$ cat src/assert_macros.svh
// ----------------------------------------------------------------------------
// assert_macros.svh
// Shared assertion macros for the terrain height unit.
// ----------------------------------------------------------------------------
`ifndef ASSERT_MACROS_SVH
`define ASSERT_MACROS_SVH

// Same-cycle implication, checked out of reset.
`define OPT_ASSERT_IMPL(lbl, clk, rst_n, ante, cons) \
  lbl: assert property (@(posedge clk) disable iff (!rst_n) (ante) |-> (cons)) \
    else $error("assertion failed");

// Next-cycle implication, checked out of reset.
`define OPT_ASSERT_NEXT(lbl, clk, rst_n, ante, cons) \
  lbl: assert property (@(posedge clk) disable iff (!rst_n) (ante) |=> (cons)) \
    else $error("assertion failed");

`endif

$ cat src/opt_pkg.sv
// ----------------------------------------------------------------------------
// opt_pkg
// Types and constants shared by the terrain height controller and datapath.
// ----------------------------------------------------------------------------
package opt_pkg;

  // Permutation table geometry
  localparam int TBL_AW = 8;

  // Shuffle seed used after reset
  localparam logic [7:0] DEFAULT_SEED = 8'd42;

  // Controller states
  typedef enum logic [4:0] {
    ST_SEED,
    ST_FILL,
    ST_SWAP_RD,
    ST_SWAP_WA,
    ST_SWAP_WB,
    ST_IDLE,
    ST_ADDR,
    ST_FADE1,
    ST_FADE2,
    ST_FADE3,
    ST_GRAD,
    ST_LERPX,
    ST_SUMX,
    ST_LERPY,
    ST_SUMY,
    ST_WEIGHT,
    ST_ACC,
    ST_DIV_SETUP,
    ST_DIV_STEP,
    ST_FINISH
  } opt_state_t;

  // Datapath operations
  typedef enum logic [4:0] {
    OP_NONE,
    OP_SEED,
    OP_CAPTURE,
    OP_FILL,
    OP_SWAP_RD,
    OP_SWAP_WA,
    OP_SWAP_WB,
    OP_ADDR,
    OP_FADE1,
    OP_FADE2,
    OP_FADE3,
    OP_GRAD,
    OP_LERPX,
    OP_SUMX,
    OP_LERPY,
    OP_SUMY,
    OP_WEIGHT,
    OP_ACC,
    OP_DIV_SETUP,
    OP_DIV_STEP,
    OP_FINISH
  } opt_op_t;

  typedef struct packed {
    opt_op_t op;
  } opt_cmd_t;

  typedef struct packed {
    logic fill_last;
    logic swap_last;
    logic oct_last;
    logic div_last;
  } opt_sts_t;

endpackage

$ cat src/opt_ctrl.sv
// ----------------------------------------------------------------------------
// opt_ctrl
// Sequencer: table rebuild, per-octave steps, divide and result posting.
// ----------------------------------------------------------------------------
`include "assert_macros.svh"

module opt_ctrl (
  input  logic              clk,
  input  logic              rst_n,
  input  logic              in_valid,
  input  logic              in_kind,
  output logic              in_stall,
  output logic              out_valid,
  input  logic              out_stall,
  input  opt_pkg::opt_sts_t sts,
  output opt_pkg::opt_cmd_t cmd
);

  opt_pkg::opt_state_t state_r, state_nxt;
  logic                out_valid_r, out_valid_nxt;
  logic                post;

  // state and result-valid registers
  always_ff @(posedge clk) begin
    if (!rst_n) begin
      state_r     <= opt_pkg::ST_SEED;
      out_valid_r <= 1'b0;
    end else begin
      state_r     <= state_nxt;
      out_valid_r <= out_valid_nxt;
    end
  end

  // next state and commands
  always_comb begin
    state_nxt = state_r;
    cmd.op    = opt_pkg::OP_NONE;
    post      = 1'b0;
    case (state_r)
      opt_pkg::ST_SEED: begin
        cmd.op    = opt_pkg::OP_SEED;
        state_nxt = opt_pkg::ST_FILL;
      end
      opt_pkg::ST_FILL: begin
        cmd.op = opt_pkg::OP_FILL;
        if (sts.fill_last) state_nxt = opt_pkg::ST_SWAP_RD;
      end
      opt_pkg::ST_SWAP_RD: begin
        cmd.op    = opt_pkg::OP_SWAP_RD;
        state_nxt = opt_pkg::ST_SWAP_WA;
      end
      opt_pkg::ST_SWAP_WA: begin
        cmd.op    = opt_pkg::OP_SWAP_WA;
        state_nxt = opt_pkg::ST_SWAP_WB;
      end
      opt_pkg::ST_SWAP_WB: begin
        cmd.op    = opt_pkg::OP_SWAP_WB;
        state_nxt = sts.swap_last ? opt_pkg::ST_IDLE : opt_pkg::ST_SWAP_RD;
      end
      opt_pkg::ST_IDLE: begin
        if (in_valid) begin
          cmd.op    = opt_pkg::OP_CAPTURE;
          state_nxt = in_kind ? opt_pkg::ST_FILL : opt_pkg::ST_ADDR;
        end
      end
      opt_pkg::ST_ADDR: begin
        cmd.op    = opt_pkg::OP_ADDR;
        state_nxt = opt_pkg::ST_FADE1;
      end
      opt_pkg::ST_FADE1: begin
        cmd.op    = opt_pkg::OP_FADE1;
        state_nxt = opt_pkg::ST_FADE2;
      end
      opt_pkg::ST_FADE2: begin
        cmd.op    = opt_pkg::OP_FADE2;
        state_nxt = opt_pkg::ST_FADE3;
      end
      opt_pkg::ST_FADE3: begin
        cmd.op    = opt_pkg::OP_FADE3;
        state_nxt = opt_pkg::ST_GRAD;
      end
      opt_pkg::ST_GRAD: begin
        cmd.op    = opt_pkg::OP_GRAD;
        state_nxt = opt_pkg::ST_LERPX;
      end
      opt_pkg::ST_LERPX: begin
        cmd.op    = opt_pkg::OP_LERPX;
        state_nxt = opt_pkg::ST_SUMX;
      end
      opt_pkg::ST_SUMX: begin
        cmd.op    = opt_pkg::OP_SUMX;
        state_nxt = opt_pkg::ST_LERPY;
      end
      opt_pkg::ST_LERPY: begin
        cmd.op    = opt_pkg::OP_LERPY;
        state_nxt = opt_pkg::ST_SUMY;
      end
      opt_pkg::ST_SUMY: begin
        cmd.op    = opt_pkg::OP_SUMY;
        state_nxt = opt_pkg::ST_WEIGHT;
      end
      opt_pkg::ST_WEIGHT: begin
        cmd.op    = opt_pkg::OP_WEIGHT;
        state_nxt = opt_pkg::ST_ACC;
      end
      opt_pkg::ST_ACC: begin
        cmd.op    = opt_pkg::OP_ACC;
        state_nxt = sts.oct_last ? opt_pkg::ST_DIV_SETUP : opt_pkg::ST_ADDR;
      end
      opt_pkg::ST_DIV_SETUP: begin
        cmd.op    = opt_pkg::OP_DIV_SETUP;
        state_nxt = opt_pkg::ST_DIV_STEP;
      end
      opt_pkg::ST_DIV_STEP: begin
        cmd.op = opt_pkg::OP_DIV_STEP;
        if (sts.div_last) state_nxt = opt_pkg::ST_FINISH;
      end
      opt_pkg::ST_FINISH: begin
        // wait for the output register to free up
        if (!out_valid_r || !out_stall) begin
          cmd.op    = opt_pkg::OP_FINISH;
          post      = 1'b1;
          state_nxt = opt_pkg::ST_IDLE;
        end
      end
      default: begin
        state_nxt = opt_pkg::ST_IDLE;
      end
    endcase
  end

  // result beat stays until taken
  always_comb begin
    if (post) begin
      out_valid_nxt = 1'b1;
    end else if (!out_stall) begin
      out_valid_nxt = 1'b0;
    end else begin
      out_valid_nxt = out_valid_r;
    end
  end

  assign in_stall  = (state_r != opt_pkg::ST_IDLE);
  assign out_valid = out_valid_r;

  `OPT_ASSERT_NEXT(a_build_to_idle, clk, rst_n, state_r == opt_pkg::ST_SWAP_WB && sts.swap_last, state_r == opt_pkg::ST_IDLE)
  `OPT_ASSERT_NEXT(a_result_posted, clk, rst_n, state_r == opt_pkg::ST_FINISH && (!out_valid_r || !out_stall), out_valid_r)
  `OPT_ASSERT_NEXT(a_octave_loop, clk, rst_n, state_r == opt_pkg::ST_ACC && !sts.oct_last, state_r == opt_pkg::ST_ADDR)

endmodule

$ cat config.mk
export PLATFORM = sky130hd
export DESIGN_NAME = opt_ctrl
export DESIGN_NICKNAME = d
export VERILOG_FILES = /design/src/opt_pkg.sv /design/src/opt_ctrl.sv
export VERILOG_INCLUDE_DIRS = /design/src /design/src/src
export SDC_FILE = /design/constraint.sdc
export NUM_CORES = 1
export LEC_CHECK = 0
export ABC_AREA = 1
export CORE_AREA = 2 2 39 41
export CTS_CLUSTER_DIAMETER = 100
export CTS_CLUSTER_SIZE = 8
export DETAILED_ROUTE_END_ITERATION = 8
export DIE_AREA = 0 0 41 43
export DONT_BUFFER_PORTS = 1
export PLACE_DENSITY = 0.7
export REMOVE_ABC_BUFFERS = 1
export SLEW_MARGIN = 20
export SYNTH_ARGS = -nofsm -noshare
export SYNTH_HDL_FRONTEND = slang
export SYNTH_SLANG_ARGS = --single-unit
$ cat constraint.sdc
create_clock -name clk -period 3 [get_ports clk]
set_input_delay 0.15 -clock clk [delete_from_list [all_inputs] [get_ports clk]]
set_output_delay 0.15 -clock clk [all_outputs]
set_load 0.02 [all_outputs]
**Word-level counts from Yosys, hierarchy flattened**

Index checks and enable logic that the tools add are counted.

- Register bits: 6
- Word-level logic and storage cells: 47
- Input bits: 9
- Output and inout bits: 7

- Mux-type cells: 15
- Reductions and logical operators: 5
- Eq/ne operators: 25

Operator list:

| cell | number |
|---|---|
| 5-bit case mux with 20 select lines | 2 |
| 5-bit by 4-bit equality test with 1-bit output (second input constant) | 8 |
| 5-bit two-way mux | 6 |
| 5-bit by 3-bit equality test with 1-bit output (second input constant) | 4 |
| 5-bit equality test (second input constant) | 4 |
| 5-bit by 2-bit equality test with 1-bit output (second input constant) | 2 |
| 2-bit inequality test (second input constant) | 4 |
| 3-bit two-way mux | 2 |
| 5-bit by 1-bit equality test with 1-bit output (second input constant) | 1 |
| 5-bit logical NOT | 1 |
| 5-bit by 3-bit inequality test with 1-bit output (second input constant) | 1 |
| 1-bit two-way mux | 4 |
| 4-bit AND reduction | 1 |
| 1-bit logical NOT | 2 |
| 2-bit two-way mux | 1 |
| 2-bit by 1-bit inequality test with 1-bit output (second input constant) | 1 |
| 1-bit logical OR | 1 |

**Longest topological paths before layout**

Gate-level depths: netlist of the first run.

- Word-level depth: 5
- Mapped depth: 10
- Depth with buffers taken out: 10

**Worst setup path before layout of the first run**

OpenSTA, ideal clock, no wires.

- Kind: register -> output
- Start point: reg state_r[2]
- End point: out cmd[0] (netlist name)
- Buffers on the path: 0
- Arrival: 1.504 ns
- Cell stages (with the launch flop): 4
- Data required time: 2.850 ns
- Path slack: 1.346 ns
- Path through: dfxtp_1 nor2_4 inv_2 o311ai_0

RTL lines:

| item | line | source |
|---|---|---|
| from (decl) | opt_ctrl.sv:19 | `opt_pkg::opt_state_t state_r, state_nxt;` |
| from (signal assigned) | opt_ctrl.sv:26 | `state_r <= opt_pkg::ST_SEED;` |
| from (signal assigned) | opt_ctrl.sv:29 | `state_r <= state_nxt;` |
| to (decl) | opt_ctrl.sv:16 | `output opt_pkg::opt_cmd_t cmd` |

==> results of run 1 <==
per-stage QoR:
stage               std cells  hold WS [ns]  area [sq um]
global placement          144         0.250           692
floorplan                 127         0.248           664
detailed placement        144         0.254           692
global route              148        0.0466           724
finish                    148        0.0346           724
CTS                       148        0.0278           724
Yosys cell counts:
cell / n / area (sq um)
nand4_1: 4 / 25.0
a21oi_1: 5 / 25.0
nor2_1: 25 / 93.8
buf_6: 1 / 11.3
buf_2: 1 / 5.00
dfxtp_1: 6 / 120
nand3_1: 13 / 65.1
nand2_1: 37 / 139
o311ai_0: 1 / 8.76
inv_1: 20 / 75.1
o211ai_1: 2 / 15.0
nand2_4: 1 / 11.3
a211oi_1: 1 / 7.51
nor2_4: 2 / 22.5
nor3_1: 1 / 5.00
o21ai_0: 2 / 10.0
inv_2: 1 / 3.75
nand2_2: 3 / 18.8
nor2_2: 2 / 12.5
inv_4: 1 / 6.26
worst max-delay path, cell delays in order (launching register included):
cell	delay [ns]
dfxtp_1	0.58
inv_4	0.12
nand3_1	0.12
nor2_1	0.06
a211oi_1	0.24
nand4_1	0.29
power groups by stage:
stage	Sequential, uW	Combinational, uW	Clock, uW
after floorplan	129	348	0
after global placement	139	429	0
after detailed placement	138	427	0
after CTS	136	430	78.3
after global routing	139	488	81.0
final	137	436	73.8
logic make-up after synthesis:
| kind of cell | Yosys count |
|---|---|
| buffers and inverters | 24 |
| AO/OA/AOI/OAI | 11 |
| AND/OR/NAND/NOR | 88 |
| flip-flops | 6 |
registers in the layout, summed over array words and instances (netlist names):
| signal | flops |
|---|---|
| out_valid | 1 |
| state_r | 5 |
timing repair:
action | in CTS | in global routing
hold buffers | 1 | 0
endpoints found under the hold margin | 1 | 0
gates resized for setup | 0 | 0
final cells by class:
type	count	area share, %
Sequential cell	6	16.6
Tap cell	16	2.76
Multi-Input combinational cell	99	63.4
Timing Repair Buffer	2	2.42
Inverter	22	11.7
Clock buffer	3	3.11
metal layers:
| metal | part of all wire [%] | vias up | global-route usage (%) |
|---|---|---|---|
| met5 | 0 | - | 0 |
| met3 | 11 | 4 | 2.09 |
| li1 | - | 416 | - |
| met4 | 2.0 | 0 | 13.3 |
| met2 | 46 | 42 | 34.4 |
| met1 | 41 | 337 | 29.7 |
how the worst max path moves through the flow:
stage / start / endpoint / slack (ns) / depth (start not counted)
after floorplan: state_r[2]$_SDFFE_PN0P_ / cmd[0] / 1.35 / 3
after detailed placement: state_r[2]$_SDFFE_PN0P_ / cmd[1] / 1.49 / 4
after global placement: state_r[2]$_SDFFE_PN0P_ / cmd[1] / 1.50 / 4
after CTS: state_r[2]$_SDFFE_PN0P_ / cmd[1] / 1.22 / 4
after global routing: state_r[4]$_SDFFE_PN0P_ / cmd[2] / 1.09 / 5
final: state_r[4]$_SDFFE_PN0P_ / cmd[2] / 1.20 / 5
==> results.cfg, run 1 <==
[power]
ir_drop_mv = 0.422
p_int_uw = 283
p_clk_share_pct = 11.4
power_uw = 648
p_per_area_nw_per_um2 = 894
comb_power_share_pct = 67.4
p_sw_share_pct = 56.3
total_leakage_power_uw = 0.000434
switchingPower_uw = 365
seq_power_share_pct = 21.2

[drt]
vias_per_cell = 5.40
wire_per_inst_um = 11.4
drt_iter0_markers = 53
drc = 0
vias = 799
routed_wl_mm = 1.69
firstDrtPassIters = 4
ant_nets = 0

[final_layout]
multi_input_area_sq_um = 459
final_layout_size_suffix_gt1_share_pct = 10.6
final_core_util_pct = 52.4
antennaDiodeCount = 0
fin_nets = 143
mostFrequentLayoutCells = 37 x nand2_1, 25 x nor2_1, 20 x inv_1, 13 x nand3_1, 6 x dfxtp_1
final_common_cell = nand2_1
syn2layout_area_growth_pct = 6.43
seqCellArea_sq_um = 120
nFillCells = 153

[global_route]
global_route.overflow_total = 0
grt_first_pass_wirelength_mm = 2.75
antenna_found_initial = 0
grt_max_degree = 11
grt_usage_pct = 22.7
grt_pass1_vias = 676

[synthesis]
synth.distinct_cells = 20
synthAdderAreaFrac_pct = 0
synth_compound_area_share_pct = 9.74
muxShareOfSynthArea_pct = 0
synth_area_sq_um = 681
synth_xor_area_share_pct = 0
synth_seq_area_share_pct = 17.6
yosysWarnings = 0
avgSynthCellArea_sq_um = 5.28
synth_top_family_by_area = simple AND/OR/NAND/NOR gates
synthCells = 129
synth-seq-cells = 6
yosys.area_share.simple_pct = 57.7

[hold_path]
hold_end = state_r[0]$_SDFFE_PN0P_
hp-start = rst_n
hold_path_depth = 2
hp-class = primary input to flop

[timing]
worst_pin_slew_ns = 0.492
period_share_pct = 60.1
slew_headroom_pct = 67.1
finalMaxSlewViolations = 0
finalWorstSetupSlack_ns = 1.20
timing.fmax_mhz = 554
clock_skew_ns = 0.00228
setup_viol = 0
fin_setup_tns_ns = 0
rsz0062_at_grt = no
layout_min_cycle_time_ns = 1.80
hold_viol_final = 0

[setup_path]
r2r_end = state_r[0]$_SDFFE_PN0P_
cp_data_required_time_ns = 2.85
timing.reg2reg.setup_slack_ns = 1.52
reg2regPathDepth = 9
end_kind = output port
arrival_ns = 1.65
critPathKind = flop to output port
cp_max_fo = 10
crit-reg2reg-launch = state_r[4]$_SDFFE_PN0P_
start_kind = flop

[floorplan]
io-pin-count = 16
fp.dieH_um = 43
dieArea_sq_um = 1760
fp.dieW_um = 41
start_util_pct = 49.2
core_sq_um = 1380
fp-row-count = 14

[clock_network]
cts_buffers = 3
ctsHtreeMaxLevel = 1
clkLatencyLatePin_ns = 0.24
clockBufferDepth = 2
post_cts_buffers = 0
cts-root-buf = clkbuf_4
cts_tree = yes
clk_pin_slew_ns = 0.04
clock_sinks = 6

[placement]
place_ws_ns = 1.49
io_buffer_count = 0
place_hpwl_mm = 1.36
place.gp.congestion = 0.923

[status]
outcome = finished clean

[run]
drv_cap = 0
Note: power is estimated with default switching activity, not from simulation.
==> inputs of run 2 (changes only) <==
clock period = 1.75 ns   (was 3 ns; I/O delays follow)
==> run 2 against run 1 <==
Power up 73%. Setup slack worse by 1.0 ns. Sequential power up 77%. Non-clock buffer count unchanged. Design area up 0.52%. Wire length up 0.18%. Die area unchanged. Critical path depth down 1. Global-route usage down 0.42 points. Clock skew about the same.
==> results.cfg, run 2 (synthesized netlist as in run 1, its figures left out) <==
[status]
outcome = finished clean

[setup_path]
r2r_end = state_r[2]$_SDFFE_PN0P_
cp_data_required_time_ns = 1.66
start_kind = flop
cp_max_fo = 7
reg2regPathDepth = 9
end_kind = output port
timing.reg2reg.setup_slack_ns = 0.31
arrival_ns = 1.50
crit-reg2reg-launch = state_r[3]$_SDFFE_PN0P_
critPathKind = flop to output port

[clock_network]
clockBufferDepth = 2
cts-root-buf = clkbuf_4
cts_tree = yes
cts_buffers = 3
clk_pin_slew_ns = 0.04
clock_sinks = 6
clkLatencyLatePin_ns = 0.24
ctsHtreeMaxLevel = 1

[power]
p_sw_share_pct = 56.1
p_clk_share_pct = 11.1
p_int_uw = 491
ir_drop_mv = 0.751
seq_power_share_pct = 21.7
p_per_area_nw_per_um2 = 1540
total_leakage_power_uw = 0.000435
switchingPower_uw = 628
comb_power_share_pct = 67.2

[timing]
slew_headroom_pct = 67.6
layout_min_cycle_time_ns = 1.59
hold_viol_final = 0
fin_setup_tns_ns = 0
rsz0062_at_grt = no
period_share_pct = 90.9
clock_skew_ns = 0.00198
timing.fmax_mhz = 629
finalMaxSlewViolations = 0
setup_viol = 0
worst_pin_slew_ns = 0.484
holdWs_ns = 0.00782

[floorplan]
fp.dieH_um = 43
fp.dieW_um = 41
start_util_pct = 49.2
fp-row-count = 14
dieArea_sq_um = 1760
core_sq_um = 1380
io-pin-count = 16

[global_route]
antenna_found_initial = 0
grt_usage_pct = 22.3
grt_first_pass_wirelength_mm = 2.75
global_route.overflow_total = 0
grt_max_degree = 11
grt_pass1_vias = 659

[placement]
place.gp.congestion = 0.887
place_hpwl_mm = 1.38
io_buffer_count = 0

[drt]
drc = 0
firstDrtPassIters = 4
ant_nets = 0
wire_per_inst_um = 11.4
routed_wl_mm = 1.69
drt_iter0_markers = 63
vias = 808
vias_per_cell = 5.46

[final_layout]
mostFrequentLayoutCells = 37 x nand2_1, 25 x nor2_1, 20 x inv_1, 13 x nand3_1, 5 x a21oi_1
top_register = state_r
fin_nets = 143
syn2layout_area_growth_pct = 6.99
final_common_cell = nand2_1
largest_register_ffs = 5
final_layout_size_suffix_gt1_share_pct = 12.9
antennaDiodeCount = 0

[hold_path]
hp-class = primary input to flop
hp-start = rst_n
hold_path_depth = 2
hold_end = state_r[4]$_SDFFE_PN0P_

[run]
drv_cap = 0
-- run 2: final cells by class --
| type | count | area, sq um |
|---|---|---|
| clock buffer | 3 | 22.5 |
| fill | 147 | 656 |
| inverter | 22 | 85.1 |
| multi-input combinational | 99 | 459 |
| sequential | 6 | 124 |
| tap | 16 | 20.0 |
| timing repair buffer | 2 | 17.5 |
-- run 2: power by group through the flow --
stage          sequential (uW)  clock [uW]  combinational [uW]
4_1_cts                    235         128                 742
3_3_place_gp               237           0                 744
6_report                   243         124                 752
5_1_grt                    251         141                 846
3_5_place_dp               238           0                 737
2_1_floorplan              222           0                 597
-- run 2: how the worst max path moves through the flow --
stage	from	endpoint	slack, ns	cells after the start
finish	state_r[2]$_SDFFE_PN0P_	cmd[1]	0.16	4
global route	state_r[0]$_SDFFE_PN0P_	cmd[0]	0.02	6
CTS	state_r[0]$_SDFFE_PN0P_	cmd[0]	0.08	6
detailed placement	state_r[4]$_SDFFE_PN0P_	state_r[0]$_SDFFE_PN0P_	0.26	9
global placement	state_r[4]$_SDFFE_PN0P_	state_r[0]$_SDFFE_PN0P_	0.23	9
floorplan	state_r[2]$_SDFFE_PN0P_	cmd[0]	0.16	3
-- run 2: layer usage --
metal  up-vias  GRT usage [%]  wire, um  part of all wire, %
met3         4           4.71       148                  8.7
met4         0           5.33        17                  1.0
li1        415              -         -                    -
met2        52           32.5       783                   46
met5         -              0         0                    0
met1       337           32.5       743                   44
-- run 2: critical path, cell delays in order, from the launching register on --
cell	delay (ns)
dfxtp_2	0.39
nand2_1	0.13
inv_1	0.15
nand2_2	0.14
o211ai_1	0.44
-- run 2: timing repair --
item	in CTS	in global routing
setup buffers	0	0
hold buffers	1	0
endpoints found under the setup margin	0	3
endpoints found under the hold margin	3	0
resized for setup	0	3
-- run 2: per-stage QoR --
| stage | power [uW] | area (sq um) | util, % | worst slack, ns | std cells |
|---|---|---|---|---|---|
| 2_1_floorplan | 819 | 664 | - | 0.158 | 127 |
| 4_1_cts | 1110 | 724 | 52.4 | 0.0813 | 148 |
| 5_1_grt | 1240 | 728 | 52.6 | 0.0169 | 148 |
| 3_3_place_gp | 981 | 692 | 50.0 | 0.232 | 144 |
| 6_report | 1120 | 728 | 52.6 | 0.160 | 148 |
| 3_5_place_dp | 975 | 692 | 50.0 | 0.261 | 144 |
==> inputs of run 3 (changes only) <==
CELL_PAD_IN_SITES_DETAIL_PLACEMENT = 1   (was default)
CELL_PAD_IN_SITES_GLOBAL_PLACEMENT = 2   (was default)
CORE_AREA = default   (was 2 2 39 41)
CORE_UTILIZATION = 29   (was default)
DIE_AREA = default   (was 0 0 41 43)
PLACE_DENSITY = 0.8   (was 0.7)
==> run 3 against run 2 <==
First-iteration DRC count is 86% lower. Highest routed layer unchanged. Clock skew is 0.0031 ns higher. Utilization is 19 points lower. Critical path type unchanged. Global-route usage is 4.0 points lower. Combinational power is 3.6% higher. Sequential cell count stayed put. Register-to-register slack hardly changed. Clock power is 3% higher. Wire length is 26% higher. Critical path depth is 1 higher. Design area is 2.2% higher.
==> results.cfg, run 3 (synthesized netlist as in run 1, its figures left out) <==
[setup_path]
arrival_ns = 1.49
start_kind = flop
cp_data_required_time_ns = 1.66
critPathKind = flop to output port
crit_path_cell_trace = nor2_4 -> nand2_4 -> nor2_2 -> nand2_1 -> o211ai_1
cp_max_fo = 8
cpMaxStageDelayCell = dfxtp_2
cp_slowest_stage_delay_ns = 0.36
end_kind = output port

[floorplan]
fp.dieH_um = 50.4
fp-row-count = 17
core_sq_um = 2210
io-pin-count = 16
fp.dieW_um = 50.4
start_util_pct = 30.8
dieArea_sq_um = 2540

[final_layout]
final_layout_size_suffix_gt1_share_pct = 14.4
nFillCells = 338
antennaDiodeCount = 0
final_common_cell = nand2_1
stdcell_area_sq_um = 744
final_cells = 160
fin_nets = 143
syn2layout_area_growth_pct = 9.37
mostFrequentLayoutCells = 37 x nand2_1, 25 x nor2_1, 19 x inv_1, 13 x nand3_1, 5 x a21oi_1
largest_register_ffs = 5
top_register = state_r

[status]
outcome = finished clean

[timing]
clock_skew_ns = 0.00513
layout_min_cycle_time_ns = 1.58
period_share_pct = 90.3
setup_viol = 0
finalMaxSlewViolations = 0
rsz0062_at_grt = no
hold_viol_final = 0
slew_headroom_pct = 67.7
worst_pin_slew_ns = 0.483
timing.fmax_mhz = 633
fin_setup_tns_ns = 0

[clock_network]
cts-root-buf = clkbuf_4
clockBufferDepth = 2
ctsHtreeMaxLevel = 1
clkLatencyLatePin_ns = 0.24
cts_tree = yes
clock_sinks = 6
cts_buffers = 3
clk_pin_slew_ns = 0.05

[global_route]
global_route.overflow_total = 0
antenna_found_initial = 0
grt_pass1_vias = 770
grt_max_degree = 11
grt_usage_pct = 18.3
grt_first_pass_wirelength_mm = 3.51

[drt]
drt_iter0_markers = 9
vias = 780
ant_nets = 0
firstDrtPassIters = 4
wire_per_inst_um = 13.3
drc = 0
routed_wl_mm = 2.13
vias_per_cell = 4.88

[run]
drv_cap = 0

[power]
p_per_area_nw_per_um2 = 1540
ir_drop_mv = 0.551
comb_power_share_pct = 68.0
p_sw_share_pct = 56.9
seq_power_share_pct = 20.9
switchingPower_uw = 652
p_int_uw = 494
p_clk_share_pct = 11.1
total_leakage_power_uw = 0.000434

[placement]
dpl-instance-area_sq_um = 707
io_buffer_count = 0
place_inst = 156
place_hpwl_mm = 1.82
place.gp.congestion = 0.896

[hold_path]
hp-class = primary input to flop
## run 3: cell counts in the layout (fill, tap and decap cells not counted)
Identical to the previous run, type by type.
## run 3: power by group through the flow
stage | logic (uW) | registers [uW] | clock network (uW)
3_3_place_gp | 776 | 235 | 0
6_report | 779 | 240 | 128
4_1_cts | 779 | 233 | 135
5_1_grt | 865 | 247 | 143
3_5_place_dp | 773 | 236 | 0
2_1_floorplan | 597 | 222 | 0
## run 3: per-layer routing
metal  wire (um)  GRT usage, %  vias up
li1            -             -      413
met5           0             0        -
met1         993          22.0      351
met4          18          6.94        0
met2        1040          32.7       14
met3          72          2.12        2
## run 3: timing repair
item	4_1_cts	5_1_grt
hold endpoints to repair	3	0
pin swaps	0	1
gates resized for setup	1	5
setup buffers	0	0
hold buffers	1	0
endpoints found under the setup margin	2	3
## run 3: worst paths after layout
kind                                start                       to  slack [ns]  depth (start not counted)
hold reg to reg   state_r[2]$_SDFFE_PN0P_  state_r[2]$_SDFFE_PN0P_        0.61                          2
hold / removal                      rst_n   out_valid$_SDFFE_PN0P_        0.01                          2
setup / recovery  state_r[2]$_SDFFE_PN0P_                   cmd[4]        0.17                          5
setup reg to reg  state_r[4]$_SDFFE_PN0P_  state_r[2]$_SDFFE_PN0P_        0.32                          9
## run 3: worst max-delay path, delay by kind of cell (launching register included)
| kind | cells | cell delay (ns) |
|---|---|---|
| AOI/OAI and AO/OA | 1 | 0.25 |
| DFF | 1 | 0.36 |
| and+or+nand+nor | 4 | 0.64 |
## run 3: area by class of cell
type / count / area [sq um] / area share (%)
inverters: 22 / 85.1 / 11.4
clock buffers: 3 / 22.5 / 3.03
flip-flops and latches: 6 / 125 / 16.8
repair buffers: 2 / 17.5 / 2.35
multi-input cells: 99 / 459 / 61.7
well taps: 28 / 35.0 / 4.71
## run 3: per-stage QoR
stage | setup WS (ns) | hold slack, ns | total power (uW) | utilization (%)
floorplan | 0.158 | 0.185 | 819 | -
global placement | 0.177 | 0.187 | 1010 | 32.0
detailed placement | 0.149 | 0.216 | 1010 | 32.0
CTS | 0.0168 | 0.00578 | 1150 | 33.5
global route | 0.0508 | 0.0376 | 1250 | 33.7
finish | 0.169 | 0.0139 | 1150 | 33.7
